## src/mdp16_pkg.sv

```systemverilog
package mdp16_pkg;
    localparam int unsigned VectorLength = 16;
    localparam int unsigned QueueDepth   = 4;
    localparam int unsigned QueueAw      = 2;

    localparam logic [1:0] RegModulus = 2'd0;
    localparam logic [1:0] RegTarget  = 2'd1;

    // one queued word between front and back
    typedef struct packed {
        logic        x_neg;
        logic [63:0] x_mag;
        logic        y_neg;
        logic [63:0] y_mag;
        logic        last;
    } mdp16_item_t;

    // residue in the low bits, flag above it
    typedef struct packed {
        logic        matches_target;
        logic [31:0] dot_residue;
    } mdp16_result_t;
endpackage

```

## src/mdp16_front.sv

```systemverilog
module mdp16_front (
    input  logic                  aclk,
    input  logic                  aresetn,
    input  logic                  s_tvalid,
    output logic                  s_tready,
    input  logic [127:0]          s_tdata,
    input  logic                  s_tlast,
    output logic                  q_valid,
    input  logic                  q_ready,
    output mdp16_pkg::mdp16_item_t q_item
);
    import mdp16_pkg::*;

    mdp16_item_t mem_reg [QueueDepth];
    logic [QueueAw-1:0] wp_reg, rp_reg;
    logic [QueueAw:0]   cnt_reg;
    logic [63:0] x, y;
    logic push, pop;

    assign x = s_tdata[63:0];
    assign y = s_tdata[127:64];
    assign s_tready = (cnt_reg != QueueDepth[QueueAw:0]);
    assign q_valid  = (cnt_reg != '0);
    assign q_item   = mem_reg[rp_reg];
    assign push = s_tvalid && s_tready;
    assign pop  = q_valid && q_ready;

    // sign and magnitude split ahead of reduction
    always_ff @(posedge aclk) begin
        if (push) begin
            mem_reg[wp_reg].x_neg <= x[63];
            mem_reg[wp_reg].x_mag <= x[63] ? 64'd0 - x : x;
            mem_reg[wp_reg].y_neg <= y[63];
            mem_reg[wp_reg].y_mag <= y[63] ? 64'd0 - y : y;
            mem_reg[wp_reg].last  <= s_tlast;
        end
    end

    always_ff @(posedge aclk) begin
        if (!aresetn) begin
            wp_reg <= '0;
            rp_reg <= '0;
            cnt_reg <= '0;
        end else begin
            if (push) wp_reg <= wp_reg + 1'b1;
            if (pop)  rp_reg <= rp_reg + 1'b1;
            if (push && !pop) cnt_reg <= cnt_reg + 1'b1;
            else if (pop && !push) cnt_reg <= cnt_reg - 1'b1;
        end
    end
endmodule

```

## src/mdp16_back.sv

```systemverilog
module mdp16_back (
    input  logic                  aclk,
    input  logic                  aresetn,
    input  logic                  q_valid,
    output logic                  q_ready,
    input  mdp16_pkg::mdp16_item_t q_item,
    input  logic [31:0]           modulus,
    input  logic [63:0]           target_value,
    output logic                  m_tvalid,
    input  logic                  m_tready,
    output logic [39:0]           m_tdata
);
    import mdp16_pkg::*;

    localparam logic [2:0] StIdle = 3'd0;
    localparam logic [2:0] StRedX = 3'd1;
    localparam logic [2:0] StRedY = 3'd2;
    localparam logic [2:0] StMul  = 3'd3;
    localparam logic [2:0] StRedP = 3'd4;
    localparam logic [2:0] StRedT = 3'd5;
    localparam logic [2:0] StOut  = 3'd6;

    logic [2:0]  st_reg, st_next;
    logic [31:0] p;
    // shared restoring remainder unit, one bit a cycle
    logic [63:0] dv_reg;
    logic [32:0] rem_reg;
    logic [6:0]  bit_reg;
    logic [32:0] shl;
    logic [33:0] trial;
    logic [31:0] a_reg, b_reg, sum_reg;
    logic        neg_reg, tneg_reg;
    logic [63:0] y_mag_reg;
    logic        y_neg_reg, last_reg;
    logic [31:0] rfix;
    logic [63:0] mac;
    logic        out_v_reg;
    mdp16_result_t res_reg;
    logic [63:0] tmag;

    assign p = (modulus == 32'd0) ? 32'd1 : modulus;
    assign shl = {rem_reg[31:0], dv_reg[63]};
    assign trial = {1'b0, shl} - {2'b0, p};
    assign rfix = (neg_reg && rem_reg[31:0] != 32'd0) ? p - rem_reg[31:0] : rem_reg[31:0];
    // product of residues plus running sum stays below 2^64
    assign mac = ({32'd0, a_reg} * {32'd0, b_reg}) + {32'd0, sum_reg};
    assign tmag = target_value[63] ? 64'd0 - target_value : target_value;
    assign q_ready = (st_reg == StIdle) && !out_v_reg;
    assign m_tvalid = out_v_reg;
    assign m_tdata = {7'd0, res_reg};

    always_comb begin
        st_next = st_reg;
        case (st_reg)
            StIdle: if (q_valid && q_ready) st_next = StRedX;
            StRedX: if (bit_reg == 7'd64) st_next = StRedY;
            StRedY: if (bit_reg == 7'd64) st_next = StMul;
            StMul:  st_next = StRedP;
            StRedP: if (bit_reg == 7'd64) st_next = last_reg ? StRedT : StIdle;
            StRedT: if (bit_reg == 7'd64) st_next = StOut;
            StOut:  st_next = StIdle;
            default: st_next = StIdle;
        endcase
    end

    always_ff @(posedge aclk) begin
        if (!aresetn) begin
            st_reg <= StIdle;
            sum_reg <= '0;
            out_v_reg <= 1'b0;
            bit_reg <= '0;
        end else begin
            st_reg <= st_next;
            if (m_tvalid && m_tready) out_v_reg <= 1'b0;
            if (st_reg == StIdle && q_valid && q_ready) begin
                dv_reg <= q_item.x_mag; neg_reg <= q_item.x_neg;
                y_mag_reg <= q_item.y_mag; y_neg_reg <= q_item.y_neg;
                last_reg <= q_item.last;
                rem_reg <= '0; bit_reg <= '0;
            end else if (st_reg == StRedX || st_reg == StRedY ||
                         st_reg == StRedP || st_reg == StRedT) begin
                if (bit_reg != 7'd64) begin
                    dv_reg <= {dv_reg[62:0], 1'b0};
                    rem_reg <= trial[33] ? shl : trial[32:0];
                    bit_reg <= bit_reg + 7'd1;
                end else begin
                    bit_reg <= '0;
                    rem_reg <= '0;
                    if (st_reg == StRedX) begin
                        a_reg <= rfix;
                        dv_reg <= y_mag_reg; neg_reg <= y_neg_reg;
                    end else if (st_reg == StRedY) begin
                        b_reg <= rfix;
                    end else if (st_reg == StRedP) begin
                        sum_reg <= rem_reg[31:0];
                        if (last_reg) begin
                            dv_reg <= tmag; tneg_reg <= target_value[63];
                        end
                    end else begin
                        res_reg.dot_residue <= sum_reg;
                        res_reg.matches_target <= !(tneg_reg && rem_reg[31:0] != 32'd0)
                            && rem_reg[31:0] == sum_reg;
                        sum_reg <= '0;
                    end
                end
            end else if (st_reg == StMul) begin
                // running sum folded in, so a modulus change is reduced here too
                dv_reg <= mac;
                neg_reg <= 1'b0;
            end else if (st_reg == StOut) begin
                out_v_reg <= 1'b1;
            end
        end
    end
endmodule

```

## src/modular_dot_product_16_unit.sv

```systemverilog
// one word at a time: the back end takes no new word from the queue until the bit-serial
// remainder unit is through with the last one and any pending result word has been taken
// (four 64-step reductions per word on the last word, three otherwise)
// reset: synchronous active-low aresetn clears queue, sum, modulus to 1, target to 0
module modular_dot_product_16_unit (
    input  logic         aclk,
    input  logic         aresetn,
    input  logic         s_tvalid,
    output logic         s_tready,
    input  logic [127:0] s_tdata,   // x_value, y_value
    input  logic         s_tlast,
    output logic         m_tvalid,
    input  logic         m_tready,
    output logic [39:0]  m_tdata,   // dot_residue, matches_target, zero fill
    input  logic         psel,
    input  logic         penable,
    input  logic         pwrite,
    input  logic [3:0]   paddr,
    input  logic [63:0]  pwdata,
    output logic [63:0]  prdata,
    output logic         pready
);
    import mdp16_pkg::*;

    logic [31:0] modulus_reg;
    logic [63:0] target_reg;
    logic q_valid, q_ready;
    mdp16_item_t q_item;

    assign pready = 1'b1;
    always_ff @(posedge aclk) begin
        if (!aresetn) begin
            modulus_reg <= 32'd1;
            target_reg <= '0;
        end else if (psel && penable && pwrite && pready) begin
            if (paddr == {RegModulus[0], 3'd0}) modulus_reg <= pwdata[31:0];
            if (paddr == {RegTarget[0], 3'd0}) target_reg <= pwdata;
        end
    end
    always_comb begin
        prdata = '0;
        if (paddr == {RegModulus[0], 3'd0}) prdata = {32'd0, modulus_reg};
        else if (paddr == {RegTarget[0], 3'd0}) prdata = target_reg;
    end

    mdp16_front u_front (
        .aclk, .aresetn, .s_tvalid, .s_tready, .s_tdata, .s_tlast,
        .q_valid, .q_ready, .q_item
    );
    mdp16_back u_back (
        .aclk, .aresetn, .q_valid, .q_ready, .q_item,
        .modulus(modulus_reg), .target_value(target_reg),
        .m_tvalid, .m_tready, .m_tdata
    );
endmodule

```

## config.mk

```make
export PLATFORM = sky130hd
export DESIGN_NAME = modular_dot_product_16_unit
export DESIGN_NICKNAME = d
export VERILOG_FILES = /design/src/mdp16_pkg.sv /design/src/mdp16_front.sv /design/src/mdp16_back.sv /design/src/modular_dot_product_16_unit.sv
export SDC_FILE = /design/constraint.sdc
export NUM_CORES = 2
export LEC_CHECK = 0
export BUFFER_PORTS_ARGS = -buffer_cell sky130_fd_sc_hd__clkbuf_2
export CAP_MARGIN = 15
export CORE_MARGIN = 8
export CORE_UTILIZATION = 30
export DETAILED_ROUTE_END_ITERATION = 7
export SLEW_MARGIN = 5
export SYNTH_ARGS = -nofsm -noshare
export SYNTH_HDL_FRONTEND = slang
export SYNTH_SLANG_ARGS = --single-unit
```

## constraint.sdc

```tcl
create_clock -name aclk -period 24 [get_ports aclk]
set_input_delay 1.2 -clock aclk [delete_from_list [all_inputs] [get_ports aclk]]
set_output_delay 1.2 -clock aclk [all_outputs]
set_load 0.05 [all_outputs]
```

## Word-level counts from Yosys, hierarchy flattened

Memory sizes are Yosys's and may differ from the RTL's. A register that Yosys moved wholly into a read port is not among the register bits.
Cells that the tools add are included.

- Add/sub/neg operators: 11
- Reduce and logical (&&, ||, !) cells: 41
- Eq/ne operators: 21
- Bitwise logic cells: 6
- Multipliers: 1
- Multiplexer cells: 43

Operator list:

| operator | count |
|---|---|
| $mux 64 | 13 |
| $mux 32 | 6 |
| $sub 1x64->64 const A | 3 |
| $add 64x32->64 | 1 |
| $mul 32x32->64 | 1 |
| $sub 33x32->34 | 1 |
| $eq 32x32->1 | 1 |
| $logic_not 32->1 | 1 |
| $reduce_bool 32->1 | 1 |
| $sub 32x32->32 | 1 |
| $mux 3 | 8 |
| $reduce_and 5->1 | 4 |
| $pmux 3 s6 | 1 |
| $logic_and 1x1->1 | 13 |
| $mux 1 | 12 |
| $ne 5x2->1 const B | 2 |
| $eq 3x3->1 const B | 3 |
| $ne 2x1->1 const B | 4 |
| $reduce_and 2->1 | 4 |
| $reduce_and 8->1 | 1 |
| $add 7x1->7 const B | 1 |
| $eq 7x7->1 const B | 1 |
| $mux 7 | 1 |
| $ne 7x7->1 const B | 1 |
| other kinds (23) | 38 |

- Bits in registers: 407
- Output and inout bits: 107
- Memory bits (writable): 524
- Input bits: 204
- Memories kept: 1
- Logic and storage cells: 144

Memories:

| name | depth | bits a word | rd ports | clocked after memory_dff | write ports | line | RTL |
|---|---|---|---|---|---|---|---|
| u_front.mem_reg | 4 | 131 | 1 | 1 | 1 | mdp16_front.sv:14 | `mdp16_item_t mem_reg [QueueDepth];` |

## Depth between registers and ports, before layout

- Word-level depth: 9
- Depth in mapped cells: 29
- Mapped depth without buffers: 27

## Cells and area by module

From an unflattened synthesis, not the netlist that was laid out.

- Cell total of the unflattened synthesis: 7,212
- Area, all modules: 78,723.0 um^2

Modules (own cells, without submodules):

| module | seq. area each (um^2) | cells each | times used | area an instance (um^2) |
|---|---|---|---|---|
| mdp16_back | 8,698.3 | 5,615 | 1 | 52,230.1 |
| mdp16_front | 15,915.3 | 1,134 | 1 | 22,238.8 |
| modular_dot_product_16_unit | 1,921.8 | 463 | 1 | 4,254.1 |

## Least setup slack after synthesis

OpenSTA, ideal clock, no wires.

- Kind: register to register
- From: register u_back.b_reg[0]
- To: register u_back.dv_reg[60] (data pin)
- Arrival: 7,479 ps
- Library setup time: 273 ps
- Setup slack: 16,247 ps
- Stages on the path, launching flop included: 27
- Cells stage by stage: edfxtp_1 -> clkbuf_1 -> and2_1 -> fa_1 -> fa_1 -> fa_1 -> inv_1 -> fa_1 -> inv_1 -> fa_1 -> inv_1 -> fa_1 -> inv_1 -> fa_1 -> inv_1 -> fa_1 -> inv_1 -> ha_1 -> clkbuf_1 -> nand2_1 -> or4_1 -> or4_1 -> a211oi_1 -> a31o_2 -> a41oi_1 -> o211ai_1 -> o211ai_1

- Longest elaborated chain between the ends: 5

Ends and longest elaborated chain:

| what | line | RTL |
|---|---|---|
| from (decl) | mdp16_back.sv:31 | `logic [31:0] a_reg, b_reg, sum_reg;` |
| from (signal assigned) | mdp16_back.sv:93 | `b_reg <= rfix;` |
| $mul 32x32->64 | mdp16_back.sv:46 | `assign mac = ({32'd0, a_reg} * {32'd0, b_reg}) + {32'd0, sum_reg};` |
| $add 64x32->64 | mdp16_back.sv:46 |  |
| $mux 64 | mdp16_back.sv:106 | `end else if (st_reg == StMul) begin` |
| $mux 64 | mdp16_back.sv:80 | `end else if (st_reg == StRedX \|\| st_reg == StRedY \|\|` |
| $mux 64 | mdp16_back.sv:75 | `if (st_reg == StIdle && q_valid && q_ready) begin` |
| to (signal assigned) | mdp16_back.sv:76 | `dv_reg <= q_item.x_mag; neg_reg <= q_item.x_neg;` |
| to (signal assigned) | mdp16_back.sv:83 | `dv_reg <= {dv_reg[62:0], 1'b0};` |
| to (signal assigned) | mdp16_back.sv:108 | `dv_reg <= mac;` |
| to (decl) | mdp16_back.sv:26 | `logic [63:0] dv_reg;` |

Every way passes these cells. The select of a mux whose other input is x is not followed.
A chain may end at the register's enable or synchronous reset.

## Worst setup path in the final report

- From: register u_back.a_reg[7]
- To: register u_back.dv_reg[60] (data pin)

- Longest elaborated chain between the ends: 5

Ends and longest elaborated chain:

| what | line | RTL |
|---|---|---|
| from (decl) | mdp16_back.sv:31 |  |
| from (signal assigned) | mdp16_back.sv:90 | `a_reg <= rfix;` |
| $mul 32x32->64 | mdp16_back.sv:46 |  |
| $add 64x32->64 | mdp16_back.sv:46 |  |
| $mux 64 | mdp16_back.sv:106 |  |
| $mux 64 | mdp16_back.sv:80 |  |
| $mux 64 | mdp16_back.sv:75 |  |

Every way passes these cells. The select of a mux whose other input is x is not followed.

==> impl_metrics.tcl <==
set metrics [dict create \
    hold_end "u_back.bit_reg[5]$_SDFFE_PP0N_" \
    drive_above_1_share_pct 10.3 \
    antenna_left 0 \
    finalNetCount 8874 \
    cts.htree.levels 3 \
    worst_skew_pair.late_latency_ns 0.71 \
    max_cap_violations 0 \
    outcome "finished clean" \
    max_freq_ghz 0.109 \
    required_ns 24.43 \
    drt_iter0_markers 4902 \
    hold_start "u_back.bit_reg[5]$_SDFFE_PP0N_" \
    hold_viol_final 0 \
    setup_tns_ns 0 \
    crit_arrival_ns 9.65 \
    cp_slowest_cell "edfxtp_1" \
    core_area_um2 260000 \
    cellLeakagePower_nw 35.4 \
    cts-root-buf "clkbuf_16" \
    criticalPathCategory "flop to flop" \
    hold-path-cell-count 2 \
    setup_viol 0 \
    holdBufCountCts 0 \
    final_common_cell "inv_1" \
    initial_core_util_pct 30.2 \
    rsz0062_at_grt "false" \
    min_path_type "flop to flop" \
    route.detailed.drc 0 \
    synth_edf_count 785 \
    worst_clock_skew_ns 0.0497 \
    worstPathMaxFanout 20 \
    vias 55400 \
    timing.rr.start "u_back.a_reg[7]$_DFFE_PP_" \
    antenna_found_initial 9 \
    critPathMostFrequentCell "fa_1" \
    yosysSeqAreaShare_pct 33.8 \
    cts-resized-gates 0 \
    routed_wl_um 246000 \
    r2r_cells 26 \
    ctsLongestPathBuffers 3 \
    synth-async-reset-ratio_pct 0 \
    max-slew-margin-rel_pct 26.5 \
    synth_ff_type "edfxtp_1" \
    grt_max_degree 106 \
    rows 187 \
    post_cts_buffers 0 \
    die_height_um 527 \
    min_period_ns 9.21 \
    final_cell_mix "1093 x inv_1, 931 x fa_1, 854 x nand2_1" \
    numCtsBuffers 95 \
    largest_reg_flops 524 \
    r2r_end "u_back.dv_reg[60]$_DFFE_PP_" \
    ir_drop_mv 0.0605 \
    min_period_over_period_pct 38.4 \
    final_util_pct 33.4 \
    worstMarginPinSlew_ns 1.09 \
    clk_pin_slew_ns 0.07 \
    syn_area_um2 78400 \
    vias_per_cell 5.05 \
    num-fill-cells 26200 \
    grt_pass1_vias 57600 \
    io_pins 311 \
    overflow 0 \
    globalplace.congestion 0.932 \
    startpoint_type "flop" \
    synth-seq-cells 933 \
    cts_tree "yes" \
    syn_area_per_cell_um2 10.7 \
    die-area_um2 278000 \
    endpoint_kind "flop" \
    reg2reg_slack_ns 14.79 \
    wire_per_inst_um 22.4 \
    slew_viol_final 0 \
    cp_slowest_stage_delay_ns 0.95 \
    synth_warnings 0 \
    dr.pass1.iters 5 \
    track_usage_pct 17.4 \
    yosysUniqueCellTypes 87 \
    die_w_um 527 \
    io_buffers 302 \
    powerDensity_nw_per_um2 60.8 \
    dp_hpwl_um 187000 \
    area_delta_synth_final_pct 10.8 \
    grt_pass1_wl_um 371000 \
    cts_sinks 933 \
    synthCells 7308 \
]
[worst max path at each step]
stage | from | endpoint | slack [ns] | depth (start not counted)
after global placement | u_back.a_reg[18]$_DFFE_PP_ | u_back.dv_reg[60]$_DFFE_PP_ | 14.71 | 23
after floorplan | u_back.b_reg[0]$_DFFE_PP_ | u_back.dv_reg[60]$_DFFE_PP_ | 16.25 | 26
after global routing | u_back.a_reg[18]$_DFFE_PP_ | u_back.dv_reg[60]$_DFFE_PP_ | 14.53 | 24
final | u_back.a_reg[7]$_DFFE_PP_ | u_back.dv_reg[60]$_DFFE_PP_ | 14.79 | 26
after CTS | u_back.a_reg[18]$_DFFE_PP_ | u_back.dv_reg[60]$_DFFE_PP_ | 14.91 | 24
after detailed placement | u_back.a_reg[7]$_DFFE_PP_ | u_back.dv_reg[60]$_DFFE_PP_ | 14.92 | 26
[worst max-delay path: cells and delay by family, from the launching register on]
kind / cells / cell delay [ns]
adder cells (fa/ha/maj): 9 / 4.24
AND/OR/NAND/NOR: 4 / 1.21
buffers and inverters: 8 / 0.79
flip-flops: 1 / 0.95
AO/OA/AOI/OAI: 5 / 1.71
[logic make-up after synthesis]
kind of cell             Yosys count  synth area share (%)
AO/OA/AOI/OAI                    990                  8.53
XOR/XNOR                         314                  3.51
adder cells (fa/ha/maj)         1267                  29.1
buffers and inverters           1532                  7.38
flip-flops                       933                  33.8
multiplexers                     149                  4.00
other                              2               0.00957
AND/OR/NAND/NOR                 2121                  13.6
[cells in the mapped netlist, types with 12 or more instances]
cell	instances	area, um2
a211oi_1	32	240
a21boi_0	137	1030
a21o_1	51	383
a21oi_1	182	911
a221oi_1	23	201
a222oi_1	12	120
a22o_1	37	324
a31oi_1	23	144
and2_1	631	3950
and3_1	60	375
buf_1	26	97.6
clkbuf_1	400	1500
dfxtp_1	148	2960
edfxtp_1	785	23600
fa_1	931	18600
ha_1	336	4200
inv_1	1093	4100
mux2i_1	15	150
mux4_2	131	2950
nand2_1	854	3210
nand2b_1	26	163
nand3_1	88	440
nand4_1	50	313
nor2_1	196	736
nor2b_1	22	138
nor3_1	46	230
nor4_1	35	219
o211ai_1	19	143
o21a_1	27	203
o21ai_0	220	1100
o21bai_1	22	165
o221ai_1	13	114
o31ai_1	70	526
o41ai_1	29	254
or2_2	12	75.1
or3_1	25	156
or4_1	28	210
xnor2_1	229	2010
xor2_1	85	744
[layout make-up]
class / count / area (um2) / share of cell area (%)
multi-input combinational: 4849 / 46300 / 53.2
inverter: 1094 / 4110 / 4.73
clock buffer: 132 / 2750 / 3.16
sequential: 933 / 26500 / 30.5
timing repair buffer: 430 / 2510 / 2.89
antenna: 8 / 20.0 / 0.0230
clock inverter: 42 / 318 / 0.366
tap: 3496 / 4370 / 5.03
[report_power, final]
group / leakage [nW] / total (mW) / internal [mW] / switching [mW]
clock: 1.50 / 1.48 / 0.835 / 0.643
sequential: 8.42 / 2.28 / 2.10 / 0.174
combinational: 25.5 / 1.53 / 0.582 / 0.946
[per-layer routing]
layer  GRT usage [%]  wire [um]  vias up
met5               0          0        -
met4            5.73       8650        0
met3            3.46      19000      368
met2            27.3     111000     2201
met1            24.0     107000    28500
li1                -          -    24300
[metrics by stage]
step	hold WS [ns]	instances	area, um2	setup slack (ns)	power, mW
floorplan	0.426	7314	78500	16.25	3.30
finish	0.526	11000	86900	14.79	5.28
detailed placement	0.503	10800	83800	14.92	3.83
global route	0.548	11000	86900	14.53	5.52
global placement	0.482	10800	83800	14.71	3.79
CTS	0.515	11000	86900	14.91	5.31
Power figures use the tool's default switching activity.
